### src/sv/fmcr_pkg.sv
package fmcr_pkg;

   // Sizing
   localparam int MAX_MOTORS = 8;
   localparam int IDX_W      = $clog2(MAX_MOTORS);
   localparam int CNT_W      = $clog2(MAX_MOTORS + 1);
   localparam int BIDX_W     = $clog2(2 * MAX_MOTORS + 2);
   localparam int ELAPSED_W  = 17;
   localparam logic [ELAPSED_W-1:0] ELAPSED_MAX = {ELAPSED_W{1'b1}};

   // Register reset values
   localparam logic [3:0]  NUM_MOTORS_RST = 4'd8;
   localparam logic [7:0]  START_BYTE_RST = 8'd0;
   localparam logic [15:0] NEUTRAL_RST    = 16'd0;
   localparam logic [15:0] TIMEOUT_RST    = 16'd1000;

   typedef enum logic [1:0] {
      KIND_MOTOR   = 2'd0,
      KIND_ERROR   = 2'd1,
      KIND_NEUTRAL = 2'd2
   } kind_type;

   typedef enum logic [1:0] {
      CSR_NUM_MOTORS = 2'd0,
      CSR_START_BYTE = 2'd1,
      CSR_NEUTRAL    = 2'd2,
      CSR_TIMEOUT    = 2'd3
   } csr_index_type;

   typedef enum logic {
      ST_IDLE,
      ST_EMIT
   } emit_state_type;

   // Request from the frame parser to the result sequencer
   typedef struct packed {
      logic     start;
      kind_type kind;
   } emit_cmd_type;

   // Write into the motor value store
   typedef struct packed {
      logic             en;
      logic [IDX_W-1:0] addr;
      logic [15:0]      data;
   } store_wr_type;

   // Clamp the configured count to 1..MAX_MOTORS
   function automatic logic [CNT_W-1:0] motor_count(input logic [3:0] num);
      logic [CNT_W-1:0] n;
      n = CNT_W'(num);
      if (num == 4'd0) begin
         n = CNT_W'(1);
      end else if (32'(num) > MAX_MOTORS) begin
         n = CNT_W'(MAX_MOTORS);
      end
      return n;
   endfunction

endpackage

### src/sv/fmcr_store.sv
module fmcr_store (
   input  logic                          clock,
   input  fmcr_pkg::store_wr_type        wr,
   input  logic [fmcr_pkg::IDX_W-1:0]    rd_addr,
   output logic [15:0]                   rd_data
);

   logic [15:0] value_ff [fmcr_pkg::MAX_MOTORS];

   // Capture a decoded motor value
   always_ff @(posedge clock) begin
      if (wr.en) begin
         value_ff[wr.addr] <= wr.data;
      end
   end

   // Read the entry under emission
   assign rd_data = value_ff[rd_addr];

endmodule

### src/sv/fmcr_frame.sv
module fmcr_frame (
   input  logic                          clock,
   input  logic                          reset,
   input  logic                          accept,
   input  logic                          action,
   input  logic [7:0]                    data_byte,
   input  logic [fmcr_pkg::CNT_W-1:0]    count,
   input  logic [7:0]                    start_byte,
   input  logic [15:0]                   timeout_ms,
   output fmcr_pkg::store_wr_type        store_wr,
   output fmcr_pkg::emit_cmd_type        cmd
);

   logic [fmcr_pkg::BIDX_W-1:0]    bidx_ff, bidx_in;
   logic [7:0]                     xor_ff, xor_in;
   logic [7:0]                     low_ff, low_in;
   logic [fmcr_pkg::ELAPSED_W-1:0] elapsed_ff, elapsed_in;
   logic                           timed_out_ff, timed_out_in;

   logic [fmcr_pkg::ELAPSED_W-1:0] elapsed_inc;
   logic [fmcr_pkg::BIDX_W-1:0]    check_pos;

   assign elapsed_inc = (elapsed_ff == fmcr_pkg::ELAPSED_MAX) ? elapsed_ff
                                                              : elapsed_ff + 1'b1;
   assign check_pos   = fmcr_pkg::BIDX_W'({count, 1'b1});

   // Parse one byte or tick
   always_comb begin
      bidx_in      = bidx_ff;
      xor_in       = xor_ff;
      low_in       = low_ff;
      elapsed_in   = elapsed_ff;
      timed_out_in = timed_out_ff;
      store_wr     = '0;
      cmd          = '0;
      if (accept) begin
         if (action) begin
            // Tick: count up, abandon the frame once past the timeout
            elapsed_in = elapsed_inc;
            if (elapsed_inc > fmcr_pkg::ELAPSED_W'(timeout_ms)) begin
               bidx_in = '0;
               xor_in  = '0;
               if (!timed_out_ff) begin
                  timed_out_in = 1'b1;
                  cmd.start    = 1'b1;
                  cmd.kind     = fmcr_pkg::KIND_NEUTRAL;
               end
            end
         end else if (bidx_ff == '0) begin
            // Hunt for the start byte
            if (data_byte == start_byte) begin
               xor_in  = data_byte;
               bidx_in = fmcr_pkg::BIDX_W'(1);
            end
         end else if (bidx_ff < check_pos) begin
            // Payload byte: low half held, high half completes a value
            xor_in = xor_ff ^ data_byte;
            if (bidx_ff[0]) begin
               low_in = data_byte;
            end else begin
               store_wr.en   = 1'b1;
               store_wr.addr = fmcr_pkg::IDX_W'(bidx_ff[fmcr_pkg::IDX_W:1] - 1'b1);
               store_wr.data = {data_byte, low_ff};
            end
            bidx_in = bidx_ff + 1'b1;
         end else begin
            // Checksum byte closes the frame
            bidx_in   = '0;
            xor_in    = '0;
            cmd.start = 1'b1;
            if (data_byte != xor_ff) begin
               cmd.kind = fmcr_pkg::KIND_ERROR;
            end else begin
               cmd.kind     = fmcr_pkg::KIND_MOTOR;
               elapsed_in   = '0;
               timed_out_in = 1'b0;
            end
         end
      end
   end

   always_ff @(posedge clock) begin
      if (reset) begin
         bidx_ff      <= '0;
         xor_ff       <= '0;
         low_ff       <= '0;
         elapsed_ff   <= '0;
         timed_out_ff <= 1'b0;
      end else begin
         bidx_ff      <= bidx_in;
         xor_ff       <= xor_in;
         low_ff       <= low_in;
         elapsed_ff   <= elapsed_in;
         timed_out_ff <= timed_out_in;
      end
   end

`ifndef NO_ASSERTIONS
   a_bidx_range: assert property (@(posedge clock) disable iff (reset)
      bidx_ff <= fmcr_pkg::BIDX_W'(2 * fmcr_pkg::MAX_MOTORS + 1))
      else $error("frame position out of range");

   a_timeout_on_tick: assert property (@(posedge clock) disable iff (reset)
      $rose(timed_out_ff) |-> $past(accept && action))
      else $error("timeout set without a tick");

   a_good_frame_clears: assert property (@(posedge clock) disable iff (reset)
      cmd.start && cmd.kind == fmcr_pkg::KIND_MOTOR |=> elapsed_ff == '0 && !timed_out_ff)
      else $error("good frame did not clear the timer");
`endif

endmodule

### src/sv/fmcr_emit.sv
module fmcr_emit (
   input  logic                          clock,
   input  logic                          reset,
   input  fmcr_pkg::emit_cmd_type        cmd,
   input  logic [fmcr_pkg::CNT_W-1:0]    count,
   input  logic [15:0]                   safe_value,
   input  logic [15:0]                   rd_data,
   output logic [fmcr_pkg::IDX_W-1:0]    rd_addr,
   output logic                          idle,
   output logic                          rsp_valid,
   input  logic                          rsp_ready,
   output logic [1:0]                    rsp_kind,
   output logic [2:0]                    rsp_motor_index,
   output logic [15:0]                   rsp_motor_value,
   output logic                          rsp_last
);

   fmcr_pkg::emit_state_type      state_ff, state_in;
   fmcr_pkg::kind_type            kind_ff, kind_in;
   logic [fmcr_pkg::IDX_W-1:0]    idx_ff, idx_in;
   logic [fmcr_pkg::CNT_W-1:0]    cnt_ff, cnt_in;
   logic                          rsp_valid_ff, rsp_valid_in;
   fmcr_pkg::kind_type            rsp_kind_ff, rsp_kind_in;
   logic [fmcr_pkg::IDX_W-1:0]    rsp_idx_ff, rsp_idx_in;
   logic [15:0]                   rsp_value_ff, rsp_value_in;
   logic                          rsp_last_ff, rsp_last_in;

   logic out_free;
   logic load;
   logic idx_last;

   assign out_free = !rsp_valid_ff || rsp_ready;
   assign idx_last = (fmcr_pkg::CNT_W'(idx_ff) + 1'b1 == cnt_ff)
                     || (kind_ff == fmcr_pkg::KIND_ERROR);

   // Next state
   always_comb begin
      state_in = state_ff;
      case (state_ff)
         fmcr_pkg::ST_IDLE: begin
            if (cmd.start) begin
               state_in = fmcr_pkg::ST_EMIT;
            end
         end
         fmcr_pkg::ST_EMIT: begin
            if (out_free && idx_last) begin
               state_in = fmcr_pkg::ST_IDLE;
            end
         end
         default: state_in = fmcr_pkg::ST_IDLE;
      endcase
   end

   // State outputs
   always_comb begin
      idle = 1'b0;
      load = 1'b0;
      case (state_ff)
         fmcr_pkg::ST_IDLE: idle = 1'b1;
         fmcr_pkg::ST_EMIT: load = out_free;
         default:           idle = 1'b0;
      endcase
   end

   assign rd_addr = idx_ff;

   // Run counter and output register
   always_comb begin
      kind_in      = kind_ff;
      idx_in       = idx_ff;
      cnt_in       = cnt_ff;
      rsp_kind_in  = rsp_kind_ff;
      rsp_idx_in   = rsp_idx_ff;
      rsp_value_in = rsp_value_ff;
      rsp_last_in  = rsp_last_ff;
      rsp_valid_in = rsp_valid_ff && !rsp_ready;
      if (idle && cmd.start) begin
         kind_in = cmd.kind;
         cnt_in  = count;
         idx_in  = '0;
      end
      if (load) begin
         rsp_valid_in = 1'b1;
         rsp_kind_in  = kind_ff;
         rsp_idx_in   = idx_ff;
         rsp_last_in  = idx_last;
         idx_in       = idx_ff + 1'b1;
         case (kind_ff)
            fmcr_pkg::KIND_MOTOR:   rsp_value_in = rd_data;
            fmcr_pkg::KIND_NEUTRAL: rsp_value_in = safe_value;
            default:                rsp_value_in = '0;
         endcase
      end
   end

   always_ff @(posedge clock) begin
      if (reset) begin
         state_ff     <= fmcr_pkg::ST_IDLE;
         kind_ff      <= fmcr_pkg::KIND_MOTOR;
         idx_ff       <= '0;
         cnt_ff       <= fmcr_pkg::CNT_W'(1);
         rsp_valid_ff <= 1'b0;
      end else begin
         state_ff     <= state_in;
         kind_ff      <= kind_in;
         idx_ff       <= idx_in;
         cnt_ff       <= cnt_in;
         rsp_valid_ff <= rsp_valid_in;
      end
   end

   always_ff @(posedge clock) begin
      rsp_kind_ff  <= rsp_kind_in;
      rsp_idx_ff   <= rsp_idx_in;
      rsp_value_ff <= rsp_value_in;
      rsp_last_ff  <= rsp_last_in;
   end

   assign rsp_valid       = rsp_valid_ff;
   assign rsp_kind        = rsp_kind_ff;
   assign rsp_motor_index = 3'(rsp_idx_ff);
   assign rsp_motor_value = rsp_value_ff;
   assign rsp_last        = rsp_last_ff;

`ifndef NO_ASSERTIONS
   a_start_when_idle: assert property (@(posedge clock) disable iff (reset)
      cmd.start |-> state_ff == fmcr_pkg::ST_IDLE)
      else $error("run requested while busy");

   a_error_single: assert property (@(posedge clock) disable iff (reset)
      rsp_valid_ff && rsp_kind_ff == fmcr_pkg::KIND_ERROR |-> rsp_last_ff && rsp_idx_ff == '0)
      else $error("checksum error result malformed");

   a_index_in_run: assert property (@(posedge clock) disable iff (reset)
      rsp_valid_ff |-> fmcr_pkg::CNT_W'(rsp_idx_ff) < cnt_ff)
      else $error("motor index past run length");
`endif

endmodule

### src/sv/framed_motor_command_receiver.sv
// A byte or tick that yields no result is taken and ready stays high.
// A closing transfer or a timeout tick starts a run of results, loaded into the output register
// one result per cycle, stalled only by rsp_ready; req_ready stays low until the last result
// of the run has been loaded into the output register.
// Reset: synchronous, active high; clears frame position, checksum, timer, timed-out flag
// and restores register defaults. The motor value store is not cleared.
module framed_motor_command_receiver (
   input  logic        clock,
   input  logic        reset,
   input  logic        req_valid,
   output logic        req_ready,
   input  logic        req_action,
   input  logic [7:0]  req_data_byte,
   output logic        rsp_valid,
   input  logic        rsp_ready,
   output logic [1:0]  rsp_kind,
   output logic [2:0]  rsp_motor_index,
   output logic [15:0] rsp_motor_value,
   output logic        rsp_last,
   input  logic        csr_valid,
   output logic        csr_ready,
   input  logic [1:0]  csr_index,
   input  logic [15:0] csr_wdata
);

   logic [3:0]  num_motors_ff;
   logic [7:0]  start_byte_ff;
   logic [15:0] neutral_ff;
   logic [15:0] timeout_ff;

   logic [fmcr_pkg::CNT_W-1:0] count;
   logic                       accept;
   logic                       idle;
   fmcr_pkg::store_wr_type     store_wr;
   fmcr_pkg::emit_cmd_type     cmd;
   logic [fmcr_pkg::IDX_W-1:0] rd_addr;
   logic [15:0]                rd_data;

   // Register writes always complete
   assign csr_ready = 1'b1;

   always_ff @(posedge clock) begin
      if (reset) begin
         num_motors_ff <= fmcr_pkg::NUM_MOTORS_RST;
         start_byte_ff <= fmcr_pkg::START_BYTE_RST;
         neutral_ff    <= fmcr_pkg::NEUTRAL_RST;
         timeout_ff    <= fmcr_pkg::TIMEOUT_RST;
      end else if (csr_valid) begin
         case (fmcr_pkg::csr_index_type'(csr_index))
            fmcr_pkg::CSR_NUM_MOTORS: num_motors_ff <= csr_wdata[3:0];
            fmcr_pkg::CSR_START_BYTE: start_byte_ff <= csr_wdata[7:0];
            fmcr_pkg::CSR_NEUTRAL:    neutral_ff    <= csr_wdata;
            fmcr_pkg::CSR_TIMEOUT:    timeout_ff    <= csr_wdata;
            default:                  num_motors_ff <= num_motors_ff;
         endcase
      end
   end

   assign count     = fmcr_pkg::motor_count(num_motors_ff);
   assign req_ready = idle;
   assign accept    = req_valid && req_ready;

   fmcr_frame u_frame (
      .clock      (clock),
      .reset      (reset),
      .accept     (accept),
      .action     (req_action),
      .data_byte  (req_data_byte),
      .count      (count),
      .start_byte (start_byte_ff),
      .timeout_ms (timeout_ff),
      .store_wr   (store_wr),
      .cmd        (cmd)
   );

   fmcr_store u_store (
      .clock   (clock),
      .wr      (store_wr),
      .rd_addr (rd_addr),
      .rd_data (rd_data)
   );

   fmcr_emit u_emit (
      .clock           (clock),
      .reset           (reset),
      .cmd             (cmd),
      .count           (count),
      .safe_value      (neutral_ff),
      .rd_data         (rd_data),
      .rd_addr         (rd_addr),
      .idle            (idle),
      .rsp_valid       (rsp_valid),
      .rsp_ready       (rsp_ready),
      .rsp_kind        (rsp_kind),
      .rsp_motor_index (rsp_motor_index),
      .rsp_motor_value (rsp_motor_value),
      .rsp_last        (rsp_last)
   );

endmodule

### config.mk
export PLATFORM = sky130hd
export DESIGN_NAME = framed_motor_command_receiver
export DESIGN_NICKNAME = d
export VERILOG_FILES = /design/src/sv/fmcr_pkg.sv /design/src/sv/fmcr_store.sv /design/src/sv/fmcr_frame.sv /design/src/sv/fmcr_emit.sv /design/src/sv/framed_motor_command_receiver.sv
export SDC_FILE = /design/constraint.sdc
export NUM_CORES = 1
export LEC_CHECK = 0
export BUFFER_PORTS_ARGS = -buffer_cell sky130_fd_sc_hd__buf_2
export CAP_MARGIN = 20
export CORE_UTILIZATION = 25
export CTS_BUF_LIST = sky130_fd_sc_hd__clkbuf_8
export CTS_CLUSTER_DIAMETER = 150
export DETAILED_ROUTE_END_ITERATION = 10
export SYNTH_ARGS = -nofsm -noshare
export SYNTH_HDL_FRONTEND = slang
export SYNTH_SLANG_ARGS = --single-unit
### constraint.sdc
create_clock -name clock -period 5.05 [get_ports clock]
set_clock_uncertainty 0.1 [all_clocks]
set_input_delay 0.2525 -clock clock [delete_from_list [all_inputs] [get_ports clock]]
set_output_delay 0.2525 -clock clock [all_outputs]
set_load 0.02 [all_outputs]
== Word level (Yosys, flattened, before mapping) ==
Memory sizes are Yosys's and may differ from the RTL's. A register that Yosys moved wholly into a read port is not among the register bits.
Cells that the tools add are included.
Cells by class
  add/subtract/negate cells: 5
  $lt $le $gt $ge: 3
  equal/unequal tests: 14
  muxes and demuxes: 47
  bitwise logic cells: 4
  reduce and logical (&&, ||, !) cells: 21
Operator list (count)
  $mux 20: 5
  $mux 17: 5
  $mux 8: 5
  $pmux 16 s2: 1
  $mux 3: 10
  $mux 5: 5
  $add 17x1->17 const B: 1
  $eq 17x17->1 const B: 1
  $gt 17x16->1: 1
  $mux 1: 13
  $reduce_and 5->1: 2
  $eq 8x8->1: 1
  $mux 4: 2
  $ne 8x8->1: 1
  $reduce_and 2->1: 4
  $xor 8x8->8: 1
  $eq 2x2->1 const B: 3
  $ne 2x2->1 const B: 3
  $add 5x1->5 const B: 1
  $logic_not 5->1: 1
  $lt 5x5->1: 1
  $add 3x1->4 const B: 1
  $eq 2x1->1 const B: 2
  $eq 4x4->1: 1
  other kinds (15): 23
Word-level totals
  register bits: 116
  RAM bits: 128
  input port bits: 32
  output and inout port bits: 25
  logic and storage cells: 113
  memories: 1
Memory list
  u_store.value_ff: words 8, bits a word 16, read ports 1, clocked after Yosys merged registers in 1, wr ports 1, RTL line fmcr_store.sv:8  | logic [15:0] value_ff [fmcr_pkg::MAX_MOTORS];

== Depth between registers and ports, before layout ==
  depth after elaboration: 13
  mapped depth: 17
  mapped depth without buffers: 15

== Hierarchy ==
A second synthesis with hierarchy kept.
Second synthesis, totals
  cell total of the unflattened synthesis: 916
  area total of the unflattened synthesis: 11607.4 um^2
By module, submodules not included
  fmcr_store: instances 1, cells each 198, area each 4973.5 um^2, seq. area each 3843.7 um^2
  fmcr_frame: instances 1, cells each 419, area each 3385.7 um^2, seq. area each 780.7 um^2
  framed_motor_command_receiver: instances 1, cells each 182, area each 1860.5 um^2, seq. area each 880.8 um^2
  fmcr_emit: instances 1, cells each 117, area each 1387.6 um^2, seq. area each 880.8 um^2

== Least setup slack after synthesis ==
Ideal clock, no wire load.
  kind: flip-flop to flip-flop
  start: register num_motors_ff[3]
  end: memory u_store.value_ff[7][0], enable pin
  library setup time: 409 ps
  data arrival time: 3318 ps
  required time: 4541 ps
  setup slack: 1222 ps
  stages on the path, launching flop included: 12
  path buffers: 1
  clock period less this slack: 3828 ps
  cell sequence: dfxtp_1 inv_1 o21ai_0 ha_1 a21oi_2 o22ai_1 or2_1 or3_1 buf_2 nor3_4 nand2_1 nor3_1
On the way
  cells in the longest elaborated chain, start to end: 10
  elaborated cells on any way between the ends: 11
  classes of those cells: order compare: 2; mux: 8; reduce/logical: 1
Ends and longest elaborated chain
  start: declaration: RTL line framed_motor_command_receiver.sv:26  | logic [3:0] num_motors_ff;
  start signal: assignment: RTL line framed_motor_command_receiver.sv:44  | num_motors_ff <= fmcr_pkg::NUM_MOTORS_RST;
  start signal: assignment: RTL line framed_motor_command_receiver.sv:50  | fmcr_pkg::CSR_NUM_MOTORS: num_motors_ff <= csr_wdata[3:0];
  start signal: assignment: RTL line framed_motor_command_receiver.sv:54  | default: num_motors_ff <= num_motors_ff;
  $gt 4x4->1: RTL line fmcr_pkg.sv:54  | end else if (32'(num) > MAX_MOTORS) begin
  $mux 4: RTL line fmcr_pkg.sv:54
  $mux 4 (*): RTL line fmcr_pkg.sv:52  | if (num == 4'd0) begin
  $lt 5x5->1 (*): RTL line fmcr_frame.sv:55  | end else if (bidx_ff < check_pos) begin
  $mux 20 (*): RTL line fmcr_frame.sv:55
  $mux 20 (*): RTL line fmcr_frame.sv:49  | end else if (bidx_ff == '0) begin
  $mux 20 (*): RTL line fmcr_frame.sv:37  | if (action) begin
  $mux 20 (*): RTL line fmcr_frame.sv:36  | if (accept) begin
  $mux 1: RTL line fmcr_store.sv:12  | if (wr.en) begin
  $mux 1 (implied by the code): RTL line fmcr_store.sv:13  | value_ff[wr.addr] <= wr.data;
  end: declaration: RTL line fmcr_store.sv:8
Mark *: on every way between the ends. The rest lies on a longest branch, timed or not.

== Final worst setup path ==
  start: register u_frame.elapsed_ff[0] (netlist bit)
  end: register u_emit.kind_ff[0]
On the way
  cells in the longest elaborated chain, start to end: 7
  elaborated cells on any way between the ends: 8
  classes of those cells: add/sub: 1; order compare: 1; eq/ne: 1; mux: 4; reduce/logical: 1
Ends and longest elaborated chain
  start: declaration: RTL line fmcr_frame.sv:17  | logic [fmcr_pkg::ELAPSED_W-1:0] elapsed_ff, elapsed_in;
  start signal: assignment: RTL line fmcr_frame.sv:93  | elapsed_ff <= elapsed_in;
  $add 17x1->17 or $eq 17x17->1 (tied branches): RTL line fmcr_frame.sv:24, fmcr_frame.sv:23
  $mux 17 (*): RTL line fmcr_frame.sv:23  | assign elapsed_inc = (elapsed_ff == fmcr_pkg::ELAPSED_MAX) ? elapsed_ff
  $gt 17x16->1 (*): RTL line fmcr_frame.sv:40  | if (elapsed_inc > fmcr_pkg::ELAPSED_W'(timeout_ms)) begin
  $mux 3 (*): RTL line fmcr_frame.sv:40
  $mux 3 (*): RTL line fmcr_frame.sv:37
  $mux 3 (*): RTL line fmcr_frame.sv:36
  $logic_and 1x1->1: RTL line fmcr_emit.sv:77  | if (idle && cmd.start) begin
  end signal: assignment: RTL line fmcr_emit.sv:99  | kind_ff <= fmcr_pkg::KIND_MOTOR;
  end signal: assignment: RTL line fmcr_emit.sv:105  | kind_ff <= kind_in;
  end: declaration: RTL line fmcr_emit.sv:19  | fmcr_pkg::kind_type kind_ff, kind_in;
Marked as above.
A chain may end at the register's enable or synchronous reset.

==> impl_metrics.json <==
{
  "outcome": "finished, final reports clean",
  "layout_commonest_cell": "edfxtp_1",
  "synth.yosys.warnings": 0,
  "nets": 1048,
  "ys_types": 56,
  "ys_ff_latch": 247,
  "wire_per_inst_microns": 16.6,
  "netlist_top_cells_area": "edfxtp_1 42%, dfxtp_1 18%, mux4_2 6.7%",
  "avgViaCountPerCell": 4.60,
  "grt_pass1_wl_microns": 41000,
  "initial_utilization_pct": 25.4,
  "drv_cap": 0,
  "p_clk_share_pct": 41.1,
  "worst_setup_path_end_kind": "flip-flop",
  "antenna_left": 0,
  "layoutNonFillerInstCount": 1563,
  "seq_area_frac_synth_pct": 60.3,
  "synth_area_leader_cell": "edfxtp_1",
  "required_ns": 5.40,
  "intPower_mw": 3.03,
  "dr.pass1.iters": 6,
  "pwr-share-comb_pct": 4.4,
  "critPathLaunch": "u_frame.elapsed_ff[0]$_SDFFE_PP0P_",
  "drt_wl_total_microns": 25900,
  "cts_max_path_buffers": 3,
  "cts-root-buf": "clkbuf_8",
  "numClockSinks": 247,
  "final.setup.tns_ns": 0,
  "synthArstFlopShare_pct": 0,
  "syn-num-nets": 950,
  "die_h_microns": 209,
  "synth_xor_area_share_pct": 2.87,
  "port_buffers": 55,
  "period_share_pct": 88.0,
  "synth-edff-count": 150,
  "crit_type": "flip-flop to flip-flop",
  "critPathMaxFanout": 9,
  "p_sw_mw": 0.919,
  "rows": 75,
  "cts_made_buffers": 41,
  "mostFrequentLayoutCells": "150 x edfxtp_1, 96 x nor2_1, 96 x dfxtp_1",
  "h-tree-depth": 2,
  "gp_congestion": 0.805,
  "max_slew_margin_pct": 43.0,
  "setup_violations": 0,
  "drc_errors": 0,
  "hold_path_startpoint": "req_data_byte[6]",
  "via_count": 7193,
  "synthAdderAreaFrac_pct": 3.04,
  "report.final.slew_viol_count": 0,
  "fmax_mhz": 225,
  "period_needed_ns": 4.44,
  "antenna_found_initial": 1,
  "die_area_sq_um": 43600,
  "swShare_pct": 23.3,
  "die_w_microns": 209,
  "synth_mux_area_share_pct": 10.2,
  "clock_latency_ns": 0.54,
  "postLayoutCoreUtil_pct": 30.1,
  "cts_resized": 0,
  "power_density_nw_per_um2": 312,
  "worstHoldPathType": "input port to flip-flop",
  "core-area_sq_um": 42000,
  "grt_use_total_pct": 12.1,
  "synth_top_family_by_area": "simple AND/OR/NAND/NOR gates",
  "synth_compound_area_share_pct": 9.18,
  "r2r_setup_slack_ns": 0.61,
  "power.leakage_nw": 4.29,
  "grt_start_max_net_pins": 52,
  "netlist_instances": 892,
  "startpoint_type": "flip-flop",
  "dp_hpwl_microns": 17600,
  "rsz0062_at_grt": "no",
  "finalHoldViolations": 0,
  "tightest_slew_ns": 0.855,
  "io_pins": 57,
  "first_global_vias": 7331,
  "ys.flop_type": "edfxtp_1",
  "cp.arrival_ns": 4.79,
  "placed_cells": 1462,
  "synth_top_area_share_pct": 42.1,
  "syn_area_per_cell_sq_um": 12.0,
  "gr-total-overflow": 0,
  "cts_tree": "done",
  "r2r-start": "u_frame.elapsed_ff[0]$_SDFFE_PP0P_",
  "yosys.area_share.simple_pct": 11.8,
  "drive_above_1_share_pct": 16.7,
  "drt_iter0_markers": 464,
  "syn_area_sq_um": 10700,
  "area_delta_synth_final_pct": 18.2,
  "p_seq_share_pct": 54.5,
  "ir_drop_uv": 145,
  "clk_pin_slew_worst_paths_ns": 0.06
}
[power by group through the flow]
stage / Combinational, mW / Clock [mW] / Sequential [mW]
after floorplan: 0.0965 / 0 / 2.19
after global placement: 0.158 / 0 / 2.19
after detailed placement: 0.161 / 0 / 2.19
after CTS: 0.176 / 1.67 / 2.15
after global routing: 0.195 / 1.75 / 2.15
final: 0.175 / 1.62 / 2.15
[state kept, by name, summed over array words and instances (netlist names), 2 cells and up, named ones only]
register,count
neutral_ff,16
num_motors_ff,4
start_byte_ff,8
timeout_ff,16
u_emit.cnt_ff,4
u_emit.kind_ff,2
u_emit.rd_addr,3
u_emit.rsp_kind,2
u_emit.rsp_motor_index,3
u_emit.rsp_motor_value,16
u_frame.bidx_ff,5
u_frame.elapsed_ff,17
u_frame.low_ff,8
u_frame.xor_ff,8
u_store.value_ff,128
[metrics by stage]
step / setup slack, ns / instance area (sq um) / hold WS, ns / power (mW)
6_report: 0.607 / 12600 / 0.0324 / 3.94
5_1_grt: 0.203 / 12600 / 0.0370 / 4.09
4_1_cts: 0.706 / 12600 / 0.0151 / 3.99
3_5_place_dp: 0.723 / 11600 / 0.350 / 2.35
3_3_place_gp: 0.887 / 11600 / 0.342 / 2.35
2_1_floorplan: 1.22 / 10700 / 0.288 / 2.29
[cell type report]
class / instances / area (sq um)
clock buffers: 45 / 619
well taps: 539 / 674
clock inverters: 31 / 135
fillers: 4258 / 29400
multi-input cells: 574 / 3980
diodes: 1 / 2.50
repair buffers: 98 / 679
inverters: 28 / 105
flip-flops and latches: 247 / 6450
[layer usage]
| layer | vias to the layer above | track usage, % | part of all wire, % |
|---|---|---|---|
| met5 | - | 0 | 0 |
| met4 | 0 | 4.26 | 2.5 |
| li1 | 3445 | - | - |
| met1 | 3521 | 16.1 | 46 |
| met3 | 45 | 2.60 | 5.3 |
| met2 | 182 | 19.4 | 46 |
[kinds of logic after synthesis]
| family | count (synthesis) |
|---|---|
| simple gates | 276 |
| mux | 69 |
| compound gates | 167 |
| fa+ha+maj | 26 |
| xor+xnor | 35 |
| other cells | 1 |
| buf+inv | 71 |
| flops | 247 |
[critical path, cell delays in order, from the launching register on]
cell     delay (ns)
dfxtp_1        0.43
ha_1           0.24
nand3_1        0.16
nor3_1         0.35
o21ai_0        0.28
nor2_1         0.26
nand3_1        0.16
xnor2_1        0.16
ha_1           0.31
nand3_1        0.11
nor4_1         0.54
nand2_1        0.18
a21oi_1        0.55
nor2_1         0.25
o32ai_1        0.26
[cells in the mapped netlist (5+ instances only)]
cell type / n
edfxtp_1: 150
nand4_1: 5
xor2_1: 22
nand2_1: 94
nand3b_1: 9
nand2b_1: 8
nor3_1: 7
nor4_1: 5
mux2i_1: 36
inv_1: 27
a22o_1: 5
dfxtp_1: 97
o21ai_0: 38
ha_1: 26
mux4_2: 32
nand3_1: 17
nor2_1: 96
xnor2_1: 13
a21oi_1: 80
o211ai_1: 12
clkbuf_1: 33
and2_1: 17
buf_2: 5
[what timing repair did]
item	4_1_cts	5_1_grt
hold buffers	23	0
endpoints found under the hold margin	53	0
buffers inserted	0	0
[worst paths after layout]
kind                               endpoint  depth (start not counted)
min          u_frame.xor_ff[6]$_SDFFE_PP0P_                          3
min reg2reg     neutral_ff[10]$_SDFFE_PP0P_                          2
max reg2reg  u_emit.kind_ff[0]$_SDFFE_PP0P_                         14
max          u_emit.kind_ff[0]$_SDFFE_PP0P_                         14
Power figures use the tool's default switching activity.
